$ cat config.mk
export PLATFORM = sky130hd
export DESIGN_NAME = fifo_reader_writer_lock
export DESIGN_NICKNAME = d
export VERILOG_FILES = /design/src/rtl/core/rwl_pkg.sv /design/src/rtl/core/fifo_reader_writer_lock.sv /design/src/rtl/core/rwl_front.sv /design/src/rtl/core/rwl_engine.sv /design/src/rtl/core/rwl_rsp_queue.sv
export SDC_FILE = /design/constraint.sdc
export NUM_CORES = 1
export LEC_CHECK = 0
export BUFFER_PORTS_ARGS = -buffer_cell sky130_fd_sc_hd__buf_2
export CAP_MARGIN = 25
export CORE_ASPECT_RATIO = 0.8
export CORE_MARGIN = 2
export CORE_UTILIZATION = 55
export CTS_CLUSTER_SIZE = 12
export DETAILED_ROUTE_END_ITERATION = 10
export PLACE_DENSITY_LB_ADDON = 0.05
export SYNTH_ARGS = -nofsm -noshare
export SYNTH_HDL_FRONTEND = slang
export SYNTH_SLANG_ARGS = --single-unit
$ cat constraint.sdc
create_clock -name clk_i -period 11.49 [get_ports clk_i]
set_input_delay 2.298 -clock clk_i [delete_from_list [all_inputs] [get_ports clk_i]]
set_output_delay 2.298 -clock clk_i [all_outputs]
set_load 0.01 [all_outputs]
$ cat src/rtl/core/rwl_pkg.sv
// ----------------------------------------------------------------------------
// rwl_pkg
// Shared types and constants of the FIFO-fair reader-writer lock arbiter:
// request and result payloads, opcodes, event kinds and sizing.
// ----------------------------------------------------------------------------
package rwl_pkg;

  // Sizing
  localparam int QUEUE_DEPTH  = 16;
  localparam int READER_LIMIT = 255;
  localparam int MAX_RESULTS  = 16;
  localparam int QIDX_W       = (QUEUE_DEPTH > 1) ? $clog2(QUEUE_DEPTH) : 1;
  localparam int QPOS_W       = QIDX_W + 1;
  localparam int QCNT_W       = $clog2(QUEUE_DEPTH + 1);
  localparam int NCNT_W       = $clog2(MAX_RESULTS + 1);
  localparam logic [7:0] READER_CAP = 8'((READER_LIMIT < 255) ? READER_LIMIT : 255);

  // Request opcodes
  localparam logic [1:0] OP_ACQ_READ  = 2'd0;
  localparam logic [1:0] OP_ACQ_WRITE = 2'd1;
  localparam logic [1:0] OP_RELEASE   = 2'd2;

  // Result event kinds
  localparam logic [2:0] EV_GRANTED    = 3'd0;
  localparam logic [2:0] EV_QUEUED     = 3'd1;
  localparam logic [2:0] EV_RELEASED   = 3'd2;
  localparam logic [2:0] EV_ADMITTED   = 3'd3;
  localparam logic [2:0] EV_REL_ERROR  = 3'd4;
  localparam logic [2:0] EV_FULL_ERROR = 3'd5;

  typedef struct packed {
    logic [1:0] opcode;
    logic [7:0] requester_id;
  } req_t;

  typedef struct packed {
    logic [2:0] event_kind;
    logic [7:0] grantee_id;
    logic       grantee_is_writer;
    logic [7:0] readers_now;
    logic       writer_now;
    logic [4:0] waiting_now;
    logic       last;
  } rsp_t;

  // Classified request handed from front to engine
  typedef enum logic [1:0] {
    CMD_READ,
    CMD_WRITE,
    CMD_RELEASE
  } cmd_kind_e;

  typedef struct packed {
    cmd_kind_e  kind;
    logic [7:0] id;
  } cmd_t;

  // One waiter in the wait queue
  typedef struct packed {
    logic       wants_write;
    logic [7:0] id;
  } wait_entry_t;

  typedef enum logic [1:0] {
    ENG_IDLE,
    ENG_READ,
    ENG_EVAL,
    ENG_FLUSH
  } eng_state_e;

endpackage

$ cat src/rtl/core/fifo_reader_writer_lock.sv
// Result path: a request is registered in the front queue, and its result is
//   registered in the result queue before it shows on the result ports.
// Throughput: one acquire or simple release per cycle while no drain runs and the
//   result queue has room; a release that wakes k waiters runs a read and an
//   evaluate per admission, then a flush or a failed evaluate of the next waiter.
// Reset: rst_ni clears lock state, queue pointers and both buffers; wait-queue
//   contents are left as they are, no clearing pass.
// ----------------------------------------------------------------------------
// fifo_reader_writer_lock
// FIFO-fair reader-writer lock arbiter: front end classifies requests, the
// engine grants, queues and drains waiters, a result queue feeds the consumer.
// ----------------------------------------------------------------------------
module fifo_reader_writer_lock (
  input  logic            clk_i,
  input  logic            rst_ni,
  input  logic            push,
  output logic            full,
  input  rwl_pkg::req_t   req_i,
  output logic            empty,
  input  logic            pop,
  output rwl_pkg::rsp_t   rsp_o
);

  logic          cmd_valid;
  rwl_pkg::cmd_t cmd;
  logic          cmd_take;
  logic          rsp_full;
  logic          rsp_push;
  rwl_pkg::rsp_t rsp;

  // Accept and classify requests
  rwl_front u_front (
    .clk_i       (clk_i),
    .rst_ni      (rst_ni),
    .push_i      (push),
    .full_o      (full),
    .req_i       (req_i),
    .cmd_valid_o (cmd_valid),
    .cmd_o       (cmd),
    .cmd_take_i  (cmd_take)
  );

  // Carry out lock operations
  rwl_engine u_engine (
    .clk_i       (clk_i),
    .rst_ni      (rst_ni),
    .cmd_valid_i (cmd_valid),
    .cmd_i       (cmd),
    .cmd_take_o  (cmd_take),
    .rsp_full_i  (rsp_full),
    .rsp_push_o  (rsp_push),
    .rsp_o       (rsp)
  );

  // Buffer results
  rwl_rsp_queue u_rsp (
    .clk_i   (clk_i),
    .rst_ni  (rst_ni),
    .push_i  (rsp_push),
    .data_i  (rsp),
    .full_o  (rsp_full),
    .empty_o (empty),
    .pop_i   (pop),
    .data_o  (rsp_o)
  );

endmodule

$ cat src/rtl/core/rwl_front.sv
// ----------------------------------------------------------------------------
// rwl_front
// Request front end: accepts requests, classifies the opcode, drops unused
// codes and buffers classified requests in a two-entry queue for the engine.
// ----------------------------------------------------------------------------
module rwl_front (
  input  logic            clk_i,
  input  logic            rst_ni,
  input  logic            push_i,
  output logic            full_o,
  input  rwl_pkg::req_t   req_i,
  output logic            cmd_valid_o,
  output rwl_pkg::cmd_t   cmd_o,
  input  logic            cmd_take_i
);

  rwl_pkg::cmd_t ent_q [2];
  logic          wr_ptr_q, wr_ptr_d;
  logic          rd_ptr_q, rd_ptr_d;
  logic [1:0]    cnt_q, cnt_d;
  logic          keep;
  rwl_pkg::cmd_t cmd_new;
  logic          do_push, do_pop;

  // Classify the opcode
  always_comb begin
    keep         = 1'b1;
    cmd_new.id   = req_i.requester_id;
    cmd_new.kind = rwl_pkg::CMD_READ;
    case (req_i.opcode)
      rwl_pkg::OP_ACQ_READ:  cmd_new.kind = rwl_pkg::CMD_READ;
      rwl_pkg::OP_ACQ_WRITE: cmd_new.kind = rwl_pkg::CMD_WRITE;
      rwl_pkg::OP_RELEASE:   cmd_new.kind = rwl_pkg::CMD_RELEASE;
      default:               keep = 1'b0;
    endcase
  end

  assign full_o      = (cnt_q == 2'd2);
  assign cmd_valid_o = (cnt_q != 2'd0);
  assign cmd_o       = ent_q[rd_ptr_q];
  assign do_push     = push_i && !full_o && keep;
  assign do_pop      = cmd_take_i && cmd_valid_o;

  // Advance pointers and count
  always_comb begin
    wr_ptr_d = do_push ? !wr_ptr_q : wr_ptr_q;
    rd_ptr_d = do_pop ? !rd_ptr_q : rd_ptr_q;
    cnt_d    = cnt_q + {1'b0, do_push} - {1'b0, do_pop};
  end

  always_ff @(posedge clk_i or negedge rst_ni) begin
    if (!rst_ni) begin
      wr_ptr_q <= 1'b0;
      rd_ptr_q <= 1'b0;
      cnt_q    <= 2'd0;
    end else begin
      wr_ptr_q <= wr_ptr_d;
      rd_ptr_q <= rd_ptr_d;
      cnt_q    <= cnt_d;
    end
  end

  // Hold request payload
  always_ff @(posedge clk_i) begin
    if (do_push) begin
      ent_q[wr_ptr_q] <= cmd_new;
    end
  end

endmodule

$ cat src/rtl/core/rwl_engine.sv
// ----------------------------------------------------------------------------
// rwl_engine
// Lock engine: holds reader count, writer flag and the wait queue, grants or
// queues acquires, and on a release that frees the lock drains waiters from
// the head of the queue, one admission per read/evaluate pass.
// ----------------------------------------------------------------------------
module rwl_engine (
  input  logic            clk_i,
  input  logic            rst_ni,
  input  logic            cmd_valid_i,
  input  rwl_pkg::cmd_t   cmd_i,
  output logic            cmd_take_o,
  input  logic            rsp_full_i,
  output logic            rsp_push_o,
  output rwl_pkg::rsp_t   rsp_o
);

  rwl_pkg::eng_state_e          state_q, state_d;
  logic [7:0]                   reader_q, reader_d;
  logic                         writer_q, writer_d;
  logic [rwl_pkg::QIDX_W-1:0]   head_q, head_d;
  logic [rwl_pkg::QCNT_W-1:0]   fill_q, fill_d;
  logic [rwl_pkg::NCNT_W-1:0]   adm_cnt_q, adm_cnt_d;
  logic                         pend_valid_q, pend_valid_d;
  rwl_pkg::rsp_t                pend_q, pend_d;
  rwl_pkg::wait_entry_t         entry_q;
  rwl_pkg::wait_entry_t         mem [rwl_pkg::QUEUE_DEPTH];

  logic                         mem_we;
  rwl_pkg::wait_entry_t         mem_wdata;
  logic [rwl_pkg::QPOS_W-1:0]   tail_sum;
  logic [rwl_pkg::QIDX_W-1:0]   tail;
  logic [rwl_pkg::QIDX_W-1:0]   head_next;
  logic                         take;
  logic                         is_wr;
  logic                         acq_now;
  logic                         rel_ok;
  logic [7:0]                   reader_rel;
  logic                         writer_rel;
  logic                         freed;
  logic                         admit;
  logic [rwl_pkg::QCNT_W-1:0]   fill_dec;
  logic [rwl_pkg::NCNT_W-1:0]   adm_inc;
  logic                         more;

  function automatic rwl_pkg::rsp_t mk_rsp(
    input logic [2:0]                 kind,
    input logic [7:0]                 id,
    input logic                       wr,
    input logic [7:0]                 readers,
    input logic                       writer,
    input logic [rwl_pkg::QCNT_W-1:0] fill,
    input logic                       last
  );
    rwl_pkg::rsp_t r;
    r.event_kind        = kind;
    r.grantee_id        = id;
    r.grantee_is_writer = wr;
    r.readers_now       = readers;
    r.writer_now        = writer;
    r.waiting_now       = 5'(fill);
    r.last              = last;
    return r;
  endfunction

  // Decode lock conditions
  always_comb begin
    take       = (state_q == rwl_pkg::ENG_IDLE) && cmd_valid_i && !rsp_full_i;
    is_wr      = (cmd_i.kind == rwl_pkg::CMD_WRITE);
    acq_now    = (fill_q == '0) && !writer_q && (!is_wr || reader_q == 8'd0);
    rel_ok     = (reader_q != 8'd0) || writer_q;
    reader_rel = (reader_q != 8'd0) ? reader_q - 8'd1 : reader_q;
    writer_rel = writer_q && (reader_q != 8'd0);
    freed      = (reader_rel == 8'd0) && !writer_rel;
    admit      = entry_q.wants_write ? ((reader_q == 8'd0) && !writer_q)
                                     : (!writer_q && (reader_q < rwl_pkg::READER_CAP));
    fill_dec   = fill_q - rwl_pkg::QCNT_W'(1);
    adm_inc    = adm_cnt_q + rwl_pkg::NCNT_W'(1);
    more       = (fill_dec != '0) && (adm_inc < rwl_pkg::NCNT_W'(rwl_pkg::MAX_RESULTS));
    head_next  = (head_q == rwl_pkg::QIDX_W'(rwl_pkg::QUEUE_DEPTH - 1))
                 ? '0 : head_q + rwl_pkg::QIDX_W'(1);
    tail_sum   = rwl_pkg::QPOS_W'(head_q) + rwl_pkg::QPOS_W'(fill_q);
    if (tail_sum >= rwl_pkg::QPOS_W'(rwl_pkg::QUEUE_DEPTH)) begin
      tail_sum = tail_sum - rwl_pkg::QPOS_W'(rwl_pkg::QUEUE_DEPTH);
    end
    tail       = tail_sum[rwl_pkg::QIDX_W-1:0];
  end

  // Next state
  always_comb begin
    state_d = state_q;
    case (state_q)
      rwl_pkg::ENG_IDLE: begin
        if (take && cmd_i.kind == rwl_pkg::CMD_RELEASE && rel_ok && freed &&
            fill_q != '0) begin
          state_d = rwl_pkg::ENG_READ;
        end
      end
      rwl_pkg::ENG_READ: begin
        state_d = rwl_pkg::ENG_EVAL;
      end
      rwl_pkg::ENG_EVAL: begin
        if (!rsp_full_i) begin
          if (admit) begin
            state_d = more ? rwl_pkg::ENG_READ : rwl_pkg::ENG_FLUSH;
          end else begin
            state_d = rwl_pkg::ENG_IDLE;
          end
        end
      end
      rwl_pkg::ENG_FLUSH: begin
        if (!rsp_full_i) begin
          state_d = rwl_pkg::ENG_IDLE;
        end
      end
      default: state_d = rwl_pkg::ENG_IDLE;
    endcase
  end

  // Lock datapath and result generation
  always_comb begin
    reader_d     = reader_q;
    writer_d     = writer_q;
    head_d       = head_q;
    fill_d       = fill_q;
    adm_cnt_d    = adm_cnt_q;
    pend_valid_d = pend_valid_q;
    pend_d       = pend_q;
    mem_we       = 1'b0;
    mem_wdata.wants_write = is_wr;
    mem_wdata.id          = cmd_i.id;
    cmd_take_o   = 1'b0;
    rsp_push_o   = 1'b0;
    rsp_o        = '0;
    case (state_q)
      rwl_pkg::ENG_IDLE: begin
        if (take) begin
          cmd_take_o = 1'b1;
          rsp_push_o = 1'b1;
          case (cmd_i.kind)
            rwl_pkg::CMD_READ, rwl_pkg::CMD_WRITE: begin
              if (acq_now) begin
                if (!is_wr && reader_q >= rwl_pkg::READER_CAP) begin
                  rsp_o = mk_rsp(rwl_pkg::EV_FULL_ERROR, 8'd0, 1'b0,
                                 reader_q, writer_q, fill_q, 1'b1);
                end else begin
                  if (is_wr) begin
                    writer_d = 1'b1;
                  end else begin
                    reader_d = reader_q + 8'd1;
                  end
                  rsp_o = mk_rsp(rwl_pkg::EV_GRANTED, cmd_i.id, is_wr,
                                 reader_d, writer_d, fill_q, 1'b1);
                end
              end else if (fill_q == rwl_pkg::QCNT_W'(rwl_pkg::QUEUE_DEPTH)) begin
                rsp_o = mk_rsp(rwl_pkg::EV_FULL_ERROR, 8'd0, 1'b0,
                               reader_q, writer_q, fill_q, 1'b1);
              end else begin
                mem_we = 1'b1;
                fill_d = fill_q + rwl_pkg::QCNT_W'(1);
                rsp_o  = mk_rsp(rwl_pkg::EV_QUEUED, cmd_i.id, is_wr,
                                reader_q, writer_q, fill_d, 1'b1);
              end
            end
            rwl_pkg::CMD_RELEASE: begin
              if (!rel_ok) begin
                rsp_o = mk_rsp(rwl_pkg::EV_REL_ERROR, 8'd0, 1'b0,
                               reader_q, writer_q, fill_q, 1'b1);
              end else begin
                reader_d = reader_rel;
                writer_d = writer_rel;
                if (freed && fill_q != '0) begin
                  // start a drain; results come out of the evaluate passes
                  rsp_push_o   = 1'b0;
                  adm_cnt_d    = '0;
                  pend_valid_d = 1'b0;
                end else begin
                  rsp_o = mk_rsp(rwl_pkg::EV_RELEASED, 8'd0, 1'b0,
                                 reader_rel, writer_rel, fill_q, 1'b1);
                end
              end
            end
            default: rsp_push_o = 1'b0;
          endcase
        end
      end
      rwl_pkg::ENG_READ: begin
        // head entry is fetched in the memory block
      end
      rwl_pkg::ENG_EVAL: begin
        if (!rsp_full_i) begin
          if (admit) begin
            if (entry_q.wants_write) begin
              writer_d = 1'b1;
            end else begin
              reader_d = reader_q + 8'd1;
            end
            head_d       = head_next;
            fill_d       = fill_dec;
            adm_cnt_d    = adm_inc;
            pend_valid_d = 1'b1;
            pend_d       = mk_rsp(rwl_pkg::EV_ADMITTED, entry_q.id, entry_q.wants_write,
                                  reader_d, writer_d, fill_dec, 1'b0);
            // the previous admission is now known not to be the final one
            rsp_push_o   = pend_valid_q;
            rsp_o        = pend_q;
          end else begin
            rsp_push_o   = 1'b1;
            pend_valid_d = 1'b0;
            if (pend_valid_q) begin
              rsp_o      = pend_q;
              rsp_o.last = 1'b1;
            end else begin
              rsp_o = mk_rsp(rwl_pkg::EV_RELEASED, 8'd0, 1'b0,
                             reader_q, writer_q, fill_q, 1'b1);
            end
          end
        end
      end
      rwl_pkg::ENG_FLUSH: begin
        if (!rsp_full_i) begin
          rsp_push_o   = 1'b1;
          rsp_o        = pend_q;
          rsp_o.last   = 1'b1;
          pend_valid_d = 1'b0;
        end
      end
      default: begin
        rsp_push_o = 1'b0;
      end
    endcase
  end

  always_ff @(posedge clk_i or negedge rst_ni) begin
    if (!rst_ni) begin
      state_q      <= rwl_pkg::ENG_IDLE;
      reader_q     <= 8'd0;
      writer_q     <= 1'b0;
      head_q       <= '0;
      fill_q       <= '0;
      adm_cnt_q    <= '0;
      pend_valid_q <= 1'b0;
    end else begin
      state_q      <= state_d;
      reader_q     <= reader_d;
      writer_q     <= writer_d;
      head_q       <= head_d;
      fill_q       <= fill_d;
      adm_cnt_q    <= adm_cnt_d;
      pend_valid_q <= pend_valid_d;
    end
  end

  // Hold pending admission payload
  always_ff @(posedge clk_i) begin
    pend_q <= pend_d;
  end

  // Wait queue memory: write at tail, registered read at head
  always_ff @(posedge clk_i) begin
    if (mem_we) begin
      mem[tail] <= mem_wdata;
    end
    if (state_q == rwl_pkg::ENG_READ) begin
      entry_q <= mem[head_q];
    end
  end

endmodule

$ cat src/rtl/core/rwl_rsp_queue.sv
// ----------------------------------------------------------------------------
// rwl_rsp_queue
// Two-entry result queue: decouples the lock engine from the result consumer
// and presents the oldest waiting result.
// ----------------------------------------------------------------------------
module rwl_rsp_queue (
  input  logic            clk_i,
  input  logic            rst_ni,
  input  logic            push_i,
  input  rwl_pkg::rsp_t   data_i,
  output logic            full_o,
  output logic            empty_o,
  input  logic            pop_i,
  output rwl_pkg::rsp_t   data_o
);

  rwl_pkg::rsp_t ent_q [2];
  logic          wr_ptr_q, wr_ptr_d;
  logic          rd_ptr_q, rd_ptr_d;
  logic [1:0]    cnt_q, cnt_d;
  logic          do_push, do_pop;

  assign full_o  = (cnt_q == 2'd2);
  assign empty_o = (cnt_q == 2'd0);
  assign data_o  = ent_q[rd_ptr_q];
  assign do_push = push_i && !full_o;
  assign do_pop  = pop_i && !empty_o;

  // Advance pointers and count
  always_comb begin
    wr_ptr_d = do_push ? !wr_ptr_q : wr_ptr_q;
    rd_ptr_d = do_pop ? !rd_ptr_q : rd_ptr_q;
    cnt_d    = cnt_q + {1'b0, do_push} - {1'b0, do_pop};
  end

  always_ff @(posedge clk_i or negedge rst_ni) begin
    if (!rst_ni) begin
      wr_ptr_q <= 1'b0;
      rd_ptr_q <= 1'b0;
      cnt_q    <= 2'd0;
    end else begin
      wr_ptr_q <= wr_ptr_d;
      rd_ptr_q <= rd_ptr_d;
      cnt_q    <= cnt_d;
    end
  end

  // Hold result payload
  always_ff @(posedge clk_i) begin
    if (do_push) begin
      ent_q[wr_ptr_q] <= data_i;
    end
  end

endmodule

==> results list, run 1 <==
- Cell-by-cell trace of the critical path: buf_16, mux2_2, buf_2
* Number of max-cap violations: 0
* Clock tree from TritonCTS: done
- Fill cells in the final layout number 1687.
- Ratio of total power to cell area: 266 mW/mm^2
- Summed over all instances, the cell type with the most area after synthesis is edfxtp_1.
- Vias per Instance: slightly above 6
- The share of total power dissipated in the clock network is 0.234.
- Count of state elements after synthesis: 284
- Combinational Power Share: 0.331
* Number of detailed-routing iterations run before antenna repair: 5
* Sequential power share: 0.434
- Time the worst path needs with I/O delays and setup: 4200 ps
- For this run, the post-layout net count is a little under 1000.
- The count of buffers added on input and output ports is 42.
* Footprint of the multi-input gates: 0.00409 mm^2
- Of the available clock period, the critical path in the final layout requires 0.366.
- Hold buffer count at CTS: 0
* Share of flip-flops with an asynchronous set or reset after synthesis: 0.120
- Total standard cell area after synthesis: around 0.013 mm^2
* Largest net degree at the start of global routing: 61
- Slew HR: 0.245
- The kind of cell with the highest combined delay along the critical path is flip-flops.
- For this run, the total global-route usage over all layers was measured as 0.252.
- The number of antenna violations at the first check in global routing was 2.
- From synthesis to final layout, the design area changed by 10.9%.
* Post-route ant nets: 0
- The number of buffers and inverters on the critical path is 2.
* Slowest stage cell on the critical path: dfrtp_1
* Critical path class: flop to primary output
- Worst Path Required: 9190 ps
- Slew at the pin with the worst max-slew slack: roughly 1100 ps
* Post-detailed-routing wire length: 30.6 mm
- Core footprint: approximately 0.023 mm^2
- At the end of routability-driven placement, the weighted congestion stood at between 0.9 and 1.
- Switching component of the power: 1.32 mW
- The initial utilization of the core area, before any placement, comes to 0.563.
- For the worst-skew pair, the clock arrives at the later sink with an insertion delay of 540 ps.
- In this run the worst hold path is classified as flop to flop.
- Setup violations remaining at the end of the flow were counted as 0.
- The floorplan step defined a die boundary enclosing 0.0244 mm^2.
- Biggest area contributors in the synthesized netlist: edfxtp_1 (59%), dfrtp_1 (6.7%), mux2_2 (3.4%)
* RSZ-0062 raised after global routing: no
- Int Power: 2.43 mW
* Clock slew at reported path FFs: approximately 60 ps
- Storage element area: 0.00836 mm^2
- Switching portion of total power: 0.353
- Yosys mapped the design onto 76 distinct sky130hd cell types.
* Fraction of final layout cells with drive strength greater than 1: 0.172
* Wire length of the first global-routing pass: 46.5 mm
* Clk Tree Root Cell: clkbuf_16
* Most instantiated flip-flop cell in the synthesis netlist: edfxtp_1
- For this run, the number of Yosys warnings is 0.
* Number of top-level design ports: 43
- In this run the mean area of a mapped cell was 14.1 um^2.
- edfxtp_1 is the most common cell in the netlist.
- Iter 0 DRT Violations: 1014
* Max Freq: 238 MHz
- Antenna diode count: 0
* Data arrival, critical path: 1910 ps
- Along the worst path, the maximum fanout reaches 20.
- Counting every sink on the clock net gives 284.
- In this run the vertical extent of the chip is 140 um.
* Worst setup skew after layout: 11.0 ps
- Max-slew violation count: 0
- Std-Cell Rows: 49
- The floorplan step set the die width to 174 um.
- The worst setup path is captured at a primary output.
* Number of hold violations in the final report: 0
- Across the VDD grid, the largest voltage drop is 0.000151 V.
- Inserted Clock Buffers: 29
- The run finished with clean final reports.
* Number of enable flip-flop cells after synthesis: 250
- Leakage power figure: 4.88 nW
* Number of levels in the clock H-tree: 1
* DR WL/cell: 24.1 um
* Post-CTS setup buffer count: 0
- The final route contains 7871 vias.
* Half-perimeter wire length after detailed placement: 21.0 mm
- Final-layout setup total negative slack: 0 ps
* Synthesized net count: 935
- Longest Clk Path Bufs: 3
* Element type at the critical path start: flop
- Fraction of synthesized cell area taken by the top area cell type: 0.589
- Number of remaining DRC errors: 0
* Hold slack final: 419 ps
- Once the clock tree was built, the resizer swapped 0 gates to a different size.
* Ranking of synthesized cells by instance count: edfxtp_1 (250), nand2_1 (64), o21ai_0 (56)
* Via count of the first global-routing pass: 7529
* Max incr delay on CP: 650 ps
* Leftover overflow at the end of global routing: 0
- Of the synthesized area, sequential elements account for 0.656.
- Synthesis handed over a netlist of 906 instances.
registers in the layout, summed over array words and instances (netlist names), 5 cells and up:
register,flops
u_engine.adm_cnt_q,5
u_engine.entry_q,9
u_engine.fill_q,5
u_engine.mem,144
u_engine.pend_q,23
u_engine.reader_q,8
u_front.ent_q,20
u_rsp.ent_q,54
final cells by class:
type,count,area share
Clock buffer,44,0.0553
Clock inverter,6,0.00602
Inverter,30,0.00797
Multi-Input combinational cell,546,0.289
Sequential cell,284,0.592
Tap cell,306,0.0271
Timing Repair Buffer,55,0.0230
cells in the final DEF (no fill, tap or decap), types with 12 or more instances in the layout:
cell and n:
xnor2_1 27, mux2_2 39, o21ai_0 56, clkbuf_16 29
buf_2 43, nand2_1 64, clkbuf_1 15, ha_1 14
xor2_1 12, dfrtp_1 33, nor2_1 51, mux4_2 18
a21oi_1 33, edfxtp_1 250, nor3_1 19, inv_1 28
mux2i_1 43
metrics by stage:
step / total power, mW / setup WS (ps) / std cells / instance area [um^2] / utilization
2_1_floorplan: 2.44 / 7350 / 906 / 12700 / -
3_3_place_gp: 2.82 / 7640 / 1218 / 13200 / 0.585
3_5_place_dp: 2.86 / 7500 / 1218 / 13200 / 0.585
4_1_cts: 3.74 / 6940 / 1268 / 14100 / 0.623
5_1_grt: 3.94 / 7190 / 1271 / 14100 / 0.625
6_report: 3.75 / 7290 / 1271 / 14100 / 0.625
kinds of logic (layout without fill, tap and decap cells):
kind of cell | after synthesis | after routing | synth area share
and+or+nand+nor | 212 | 212 | 0.0848
adders and majority gates | 15 | 15 | 0.0153
muxes | 100 | 100 | 0.100
DFF | 284 | 284 | 0.656
xor gates and xnor gates | 39 | 39 | 0.0268
buffers and inverters | 76 | 135 | 0.0241
AOI/OAI and AO/OA | 180 | 180 | 0.0930
worst reg2reg max path, cell delays in order, from the launching register on:
cell and delay, ps:
dfrtp_1 670, inv_1 170, ha_1 330, or4b_1 450
or2_2 320, a21oi_1 150, o21a_1 240, nor2_1 280
nand3_1 210, nor2_1 840
power groups by stage:
stage               combinational, mW  clock, mW  sequential, mW
floorplan                       0.897          0            1.54
global placement                 1.17          0            1.65
detailed placement               1.20          0            1.66
CTS                              1.21      0.891            1.64
global route                     1.35      0.934            1.65
finish                           1.24      0.879            1.63
path summary, 6_finish.rpt:
| path | cells after the start | slack (ps) | end | from |
|---|---|---|---|---|
| max | 3 | 7290 | rsp_o[19] | u_rsp.rd_ptr_q |
| min | 0 | 420 | u_engine.pend_q[22] | u_engine.entry_q[6] |
| max reg2reg | 9 | 7450 | u_engine.mem[7][4] | u_engine.reader_q[0] |
| min reg2reg | 0 | 420 | u_engine.pend_q[22] | u_engine.entry_q[6] |
| max in group asynchronous | 1 | 9000 | u_engine.head_q[0] | rst_ni |
| min in group asynchronous | 1 | 1860 | u_engine.reader_q[3] | rst_ni |
per-layer routing:
metal  GRT usage  part of all wire
met1       0.421              0.49
met2       0.330              0.40
met3      0.0684             0.098
met4      0.0464             0.015
met5           0           0.00043
No activity file was read; power rests on OpenSTA's default activity.
==> run 2, diff against run 1 <==
clock period = 3.8 ns   (was 11.49 ns; I/O delays follow)
==> run 2 against run 1 <==
Compared with the run above:
- utilization up 1.2 points
- die area unchanged
- first-iteration DRC count up 18%
- critical path type is now flop to flop
- largest cell class unchanged
==> results list, run 2 (synthesis gave the netlist of run 1 again) <==
* Slew HR: 0.313 (was 0.245)
* Via count of the first global-routing pass: 7569 (was 7529)
- Post-CTS setup buffer count: 0 (unchanged)
- Critical path peak fanout: 9 (was 20)
- The register ranked first by flip-flop count is u_engine.mem (unchanged).
- The number of flip-flops under the largest register name came to 144 (unchanged).
- Final Setup Violations: 0 (unchanged)
- Die width: 174 um (unchanged)
- Largest net degree at the start of global routing: 60 (was 61)
* Inserted Clock Buffers: 29 (unchanged)
- Worst Path Required: 4120 ps (was 9190 ps)
- The fraction of power consumed by sequential logic came to 0.407 (was 0.434).
- The kind of critical path is flop to flop (was flop to primary output).
* Switching component of the power: 4.09 mW (was 1.32 mW)
- Leading cell type in the layout, fill and taps excluded: edfxtp_1 (unchanged)
- The starting density of the core was 0.563 (unchanged).
- Number of max-cap violations: 0 (unchanged)
- The power per standard cell area came to 809 mW/mm^2 (was 266 mW/mm^2).
- The site row count is 49 (unchanged).
- Number of top-level design ports: 43 (unchanged)
- The wire length per cell came to 24.0 um (was 24.1 um).
- Int Power: 7.55 mW (was 2.43 mW)
- The number of nets with antenna violations after detailed routing came to 0 (unchanged).
* DP Cell Count: 1245 (was 1218)
* Post-layout power: 11.6 mW (was 3.75 mW)
* Max-slew violation count: 0 (unchanged)
- The static leakage is 5.03 nW (was 4.88 nW).
- Layout-stage area growth over the synthesis result: 13.0% (was 10.9%)
- The number of cells in the finished layout apart from fillers came to 1305 (was 1271).
- CTS-repair resized insts: 0 (unchanged)
* Slew at the pin with the worst max-slew slack: 1030 ps (was 1120 ps)
* Final-layout setup total negative slack: 0 ps (unchanged)
- Clock slew at reported path FFs: 60 ps (about the same)
- Fin nets: 1002 (was 975)
- The maximum ir drop on the vdd rail is 0.000432 V (was 0.000151 V).
- Hold buffer count at CTS: 0 (unchanged)
- Final weighted congestion in routability-driven placement: 0.974 (was 0.914)
* Overall via count from detail_route: 8037 (was 7871)
- Die H: 140 um (unchanged)
- The capturing element type of the critical path is a flop (was primary output).
* Wire length of the first global-routing pass: 47.1 mm (was 46.5 mm)
* Worst slack, placed: 204 ps (was 7500 ps)
- The count of buffers from port buffering came to 42 (unchanged).
- Worst setup skew after layout: 17.5 ps (was 11.0 ps)
- Run status: finished clean (unchanged)
* RSZ-0062 raised after global routing: no (unchanged)
- Combinational Power Share: 0.359 (was 0.331)
- The DRC violation total after the first TritonRoute iteration came to 1194 (was 1014).
* Leftover overflow at the end of global routing: 0 (unchanged)
* Element type at the critical path start: flop (unchanged)
- The core footprint is 0.0226 mm^2 (unchanged).
- The class of the tightest hold or removal check is input pin to asynchronous set/reset pin (was flop to flop).
- The TritonCTS clock tree is done (unchanged).
- The per-cell via count in the routed design was 6.16 (was 6.19).
* Half-perimeter wire length after detailed placement: 21.8 mm (was 21.0 mm)
- Most frequent cells in the layout: edfxtp_1 (250), nand2_1 (64), o21ai_0 (55) (was edfxtp_1 (250), nand2_1 (64), o21ai_0 (56))
- The number of buffers on the longest clock path was 3 (unchanged).
- Regs by FF count: u_engine.mem: 144 flops, u_rsp.ent_q: 54 flops, u_engine.pend_q: 23 flops (unchanged).
* Fraction of final layout cells with drive strength greater than 1: 0.197 (was 0.172)
- The worst path needs 3610 ps of the cycle, external delays included.
- The post-layout worst setup margin is 187 ps (was 7290 ps).
- Sinks on the clock net: 284 (unchanged)
- Clock share of power: 0.234 (about the same)
- Clk Tree Root Cell: clkbuf_16 (unchanged)
* Area of the die: 0.0244 mm^2 (unchanged)
* Number of detailed-routing iterations run before antenna repair: 8 (was 5)
- The end-of-flow core utilization is 0.636 (was 0.625).
* Post-detailed-routing wire length: 31.3 mm (was 30.6 mm)
* Antenna violations before repair: 0 (was 2)
- The data arrival time at the worst-slack endpoint came to 3930 ps (was 1910 ps).
- Of the available clock period, the critical path in the final layout requires 0.951.
- Later-pin clock latency in the skew report: 550 ps (was 540 ps)
- Switching portion of total power: 0.351 (was 0.353)
- Overall global routing resource usage: 0.259 (was 0.252)
* Cell depth of the worst flop-to-flop path: 9 (unchanged)
* Max Freq: approximately 280 MHz
* Number of hold violations in the final report: 0 (unchanged)
* Number of remaining DRC errors: 0 (unchanged)
* Number of levels in the clock H-tree: 1 (unchanged)
[run 2: changes by cell type in the layout (fill, tap and decap cells not counted), sizes merged]
cell and change:
clkbuf +5, clkinv -1, diode +3, buf +27
[run 2: metal layers]
metal / up-vias / part of all wire / GRT usage
met4: 0 / 0.015 / 0.0526
met2: 365 / 0.40 / 0.335
met3: 38 / 0.11 / 0.0755
met1: 4031 / 0.48 / 0.430
li1: 3603 / - / -
met5: - / 0 / 0
[run 2: critical path, cell delays in order, from the launching register on]
cell      delay (ps)
dfrtp_1          380
inv_1            140
ha_1             290
or4b_1           650
nor2_2           270
o211ai_1         250
buf_4            250
nor2_1           410
o21ai_1          340
o21ai_0          400
[run 2: final cells by class]
class	count	area (um^2)
inverters	30	113
fillers	1690	8230
flip-flops and latches	284	8360
clock buffers	49	831
diodes	3	7.51
multi-input cells	546	4090
repair buffers	82	533
well taps	306	383
clock inverters	5	85.1
[run 2: path summary, 6_finish.rpt]
check	startpoint	end	slack (ps)
min reg2reg	u_engine.entry_q[6]	u_engine.pend_q[22]	420
max in group asynchronous	rst_ni	u_engine.head_q[0]	2860
min	rst_ni	u_engine.reader_q[0]	320
min in group clk_i	req_i[5]	u_front.ent_q[0][5]	420
max reg2reg	u_engine.reader_q[0]	u_rsp.ent_q[1][19]	190
max	u_engine.reader_q[0]	u_rsp.ent_q[1][19]	190
[run 2: metrics by stage]
step	cell area (um^2)	hold slack [ps]
after floorplan	12700	400
after global placement	13500	408
after detailed placement	13500	412
after CTS	14400	355
after global routing	14400	384
final	14400	325
[run 2: power groups by stage]
stage                     Clock, mW  Combinational, mW  Sequential (mW)
after floorplan                   0               2.72             4.65
final                          2.73               4.18             4.74
after CTS                      2.77               4.12             4.73
after detailed placement          0               4.11             4.79
after global routing           2.89               4.52             4.80
after global placement            0               4.06             4.77
==> run 3, diff against run 2 <==
CORE_UTILIZATION = 50   (was 55)
clock period = 3.14 ns   (was 3.8 ns; I/O delays follow)
==> run 3 against run 2 <==
Compared with the run above:
- worst hold slack got worse by 140 ps
- first-iteration DRC count down 23%
- worst setup slack got worse by 71 ps
- via count increased by 1.6%
- sequential share of layout area shrank 1.7 points
- non-clock buffer count up 47
- flip-flop and latch count unchanged
- register-to-register slack got worse by 70 ps
- cell count rose by 4.8%
- highest routed layer unchanged
- critical path depth is 1 higher
- total power increased by 24%
- critical path type unchanged
- clock-buffer cell count shrank 1
==> results list, run 3 (synthesis gave the netlist of run 1 again) <==
* Run status: finished clean (unchanged)
- The worst-case clock skew is 8.31 ps (was 17.5 ps).
- The wire length per cell is 23.2 um (was 24.0 um).
- Worst slack, placed: -84.4 ps (was 204 ps)
- The vertical extent of the die was 147 um (was 140 um).
- The sort of element at the start of the critical path is a flop (unchanged).
- The final number of hold-violating endpoints was 0 (unchanged).
- Leading cell type in the layout, fill and taps excluded: edfxtp_1 (unchanged)
* Slew HR: 0.357 (was 0.313)
* Routing usage on met1: 0.392 (was 0.430)
- The accumulated negative setup slack is 0 ps (unchanged).
- Global Route met2 Usage: 0.326 (was 0.335)
- The starting density of the core is 0.506 (was 0.563).
- The worst flop-to-flop path endpoint is u_rsp.ent_q[1][1] (was u_rsp.ent_q[1][19]).
- The kind of critical path was flop to flop (unchanged).
- The reg-to-reg critical path startpoint is u_engine.reader_q[1] (was u_engine.reader_q[0]).
- Cell-by-cell trace of the critical path: inv_2, ha_4, or4b_4, buf_4, o21ai_0, and2_1, nor4_2, buf_4, a311o_1, a221o_1 (was inv_1, ha_1, or4b_1, nor2_2, o211ai_1, buf_4, nor2_1, o21ai_1, o21ai_0)
* Post-detailed-routing wire length: 31.7 mm (was 31.3 mm)
- The number of max-cap violations is 0 (unchanged).
* Clock share of power: 0.223 (was 0.234)
- The biggest fanout along the worst timing path came to 10 (was 9).
- Int Power: 9.39 mW (was 7.55 mW)
- Clock tree from TritonCTS: done (unchanged)
* Max-slew violation count: 0 (unchanged)
- Overall global routing resource usage: 0.238 (was 0.259)
- The fraction of final layout cells sized beyond drive strength 1 is 0.242 (was 0.197).
- The first-pass GRT wire length was 48.0 mm (was 47.1 mm).
- Number of remaining DRC errors: 0 (unchanged)
- The clock latency reported for the late side of the worst-skew pair was 550 ps (about the same).
* Worst IR Drop VDD: 0.000463 V (was 0.000432 V)
* Fin nets: 1050 (was 1002)
- Crit. Startpoint: u_engine.reader_q[1] (was u_engine.reader_q[0])
- Busiest metal layer after global routing: met1 (unchanged)
- The global routing usage on met3 was 0.0503 (was 0.0755).
- Inserted Clock Buffers: 29 (unchanged)
- The power per standard cell area is 978 mW/mm^2 (was 809 mW/mm^2).
* Number of levels in the clock H-tree: 1 (unchanged)
- The overall via count from detail_route came to 8164 (was 8037).
* Clk Tree Root Cell: clkbuf_16 (unchanged)
* Regs by FF count: u_engine.mem: 144 flops, u_rsp.ent_q: 54 flops, u_engine.pend_q: 23 flops (unchanged)
* Worst Path Required: 3430 ps (was 4120 ps)
- The combinational share of power is 0.386 (was 0.359).
- Leakage power figure: 5.28 nW (was 5.03 nW)
- The setup violation total in the final timing report came to 0 (unchanged).
- The post-route clock period utilization is 0.963 (was 0.951).
* Largest net degree at the start of global routing: 60 (unchanged)
* Sequential power share: 0.391 (was 0.407)
* Post-route ant nets: 0 (unchanged)
* Iter 0 DRT Violations: 915 (was 1194)
* Register with the most flip-flops: u_engine.mem (unchanged)
- Hold Crit Class: input pin to asynchronous set/reset pin (unchanged)
- Slew at the pin with the worst max-slew slack: 963 ps (was 1030 ps)
- Most prevalent standard cell on the critical path: buf_4
- The number of flip-flops under the largest register name is 144 (unchanged).
- Final core occ: 0.589 (was 0.636)
- Switching component of the power: 5.10 mW (was 4.09 mW)
* Number of top-level design ports: 43 (unchanged)
- Area of the die: 0.0268 mm^2 (was 0.0244 mm^2)
- Type of element capturing the critical path: flop (unchanged)
* Time the worst path needs with I/O delays and setup: 3020 ps (was 3610 ps)
- Std-Cell Rows: 52 (was 49)
* Footprint of the multi-input gates: 0.00416 mm^2 (was 0.00409 mm^2)
* Vias per Instance: 5.97 (was 6.16)
* Storage element area: 0.00836 mm^2 (unchanged)
- The length of the first detailed-routing pass in iterations was 6 (was 8).
* Half-perimeter wire length after detailed placement: 22.6 mm (was 21.8 mm)
- Antenna violations before repair: 2 (was 0)
* Antenna diode count: 0 (was 3)
- Layout-stage area growth over the synthesis result: 16.3% (was 13.0%)
- The total power consumption of the routed design came to 14.5 mW (was 11.6 mW).
* Filler instances: 1995 (was 1690)
- The maximum clock frequency was 331 MHz (was 277 MHz).
* RSZ-0062 raised after global routing: no (unchanged)
* Post-layout worst setup margin: 116 ps (was 187 ps)
- Max incr delay on CP: 520 ps (was 650 ps)
* Leftover overflow at the end of global routing: 0 (unchanged)
* Via count of the first global-routing pass: 7848 (was 7569)
* Switching portion of total power: 0.352 (was 0.351)
- Slowest stage cell on the critical path: or4b_4 (was or4b_1)
- Port Buffers: 42 (unchanged)
* Most frequent cells in the layout: edfxtp_1 (250), buf_4 (84), nand2_1 (64) (was edfxtp_1 (250), nand2_1 (64), o21ai_0 (55))
* Clock slew at reported path FFs: 60 ps (about the same)
- Hold slack final: 186 ps (was 325 ps)
* Die width: 182 um (was 174 um)
- The capturing element of the worst setup path was u_rsp.ent_q[1][1] (was u_rsp.ent_q[1][19]).
* Cell depth of the worst flop-to-flop path: 10 (was 9)
- Setup slack on the worst flop-to-flop path: 120 ps (was 190 ps)
- Longest Clk Path Bufs: 3 (unchanged)
- Data arrival, critical path: 3310 ps (was 3930 ps)
- Core footprint: 0.0252 mm^2 (was 0.0226 mm^2)
* Final weighted congestion in routability-driven placement: 0.936 (was 0.974)
* Sinks on the clock net: 284 (unchanged)
## run 3: cell count changes in the layout (fill, tap and decap cells not counted), sizes merged
cell    delta
clkbuf     -1
nor2       +1
buf       +47
bufinv     -1
diode      -3
clkinv     +2
## run 3: what timing repair did
action,CTS,global route
resized for setup,1,7
buffers inserted,0,2
pin swaps,1,3
gates cloned,1,0
hold buffers,0,0
setup endpoints to repair,27,181
## run 3: final cells by class
type                    instances  area share
multi-input cells             547       0.280
flip-flops and latches        284       0.564
well taps                     324      0.0273
repair buffers                129      0.0608
inverters                      30     0.00760
clock buffers                  48      0.0551
clock inverters                 6     0.00506
## run 3: worst min path at each step
stage	to	slack, ps	from
after floorplan	u_engine.adm_cnt_q[0]	330	rst_ni
after global placement	u_engine.pend_q[17]	410	u_engine.entry_q[1]
after detailed placement	u_engine.pend_q[18]	400	u_engine.entry_q[2]
after CTS	u_front.cnt_q[0]	230	rst_ni
after global routing	u_engine.reader_q[3]	260	rst_ni
final	u_engine.reader_q[3]	190	rst_ni
## run 3: power by group through the flow
stage          Clock (mW)  Combinational [mW]  Sequential, mW
2_1_floorplan           0                3.37            5.62
3_3_place_gp            0                5.37            5.70
3_5_place_dp            0                5.44            5.73
4_1_cts              3.29                5.50            5.67
5_1_grt              3.43                6.05            5.74
6_report             3.23                5.59            5.67
## run 3: metrics by stage
stage               area (um^2)  cells
finish                    14800   1368
floorplan                 12800    906
global route              14800   1368
detailed placement        13900   1311
CTS                       14800   1366
global placement          13900   1311
## run 3: worst max-delay path: cells and delay by family (launching register included)
family,cells,cell delay [ps]
AOI/OAI and AO/OA,3,940
and+or+nand+nor,3,830
adders and majority gates,1,130
DFF,1,390
buffers and inverters,3,470
## run 3: metal layers
layer	wire length, um	up-vias	part of all wire
met3	2620	44	0.083
li1	-	3703	-
met5	0	-	0
met1	15800	4055	0.50
met2	12800	362	0.40
met4	540	0	0.017
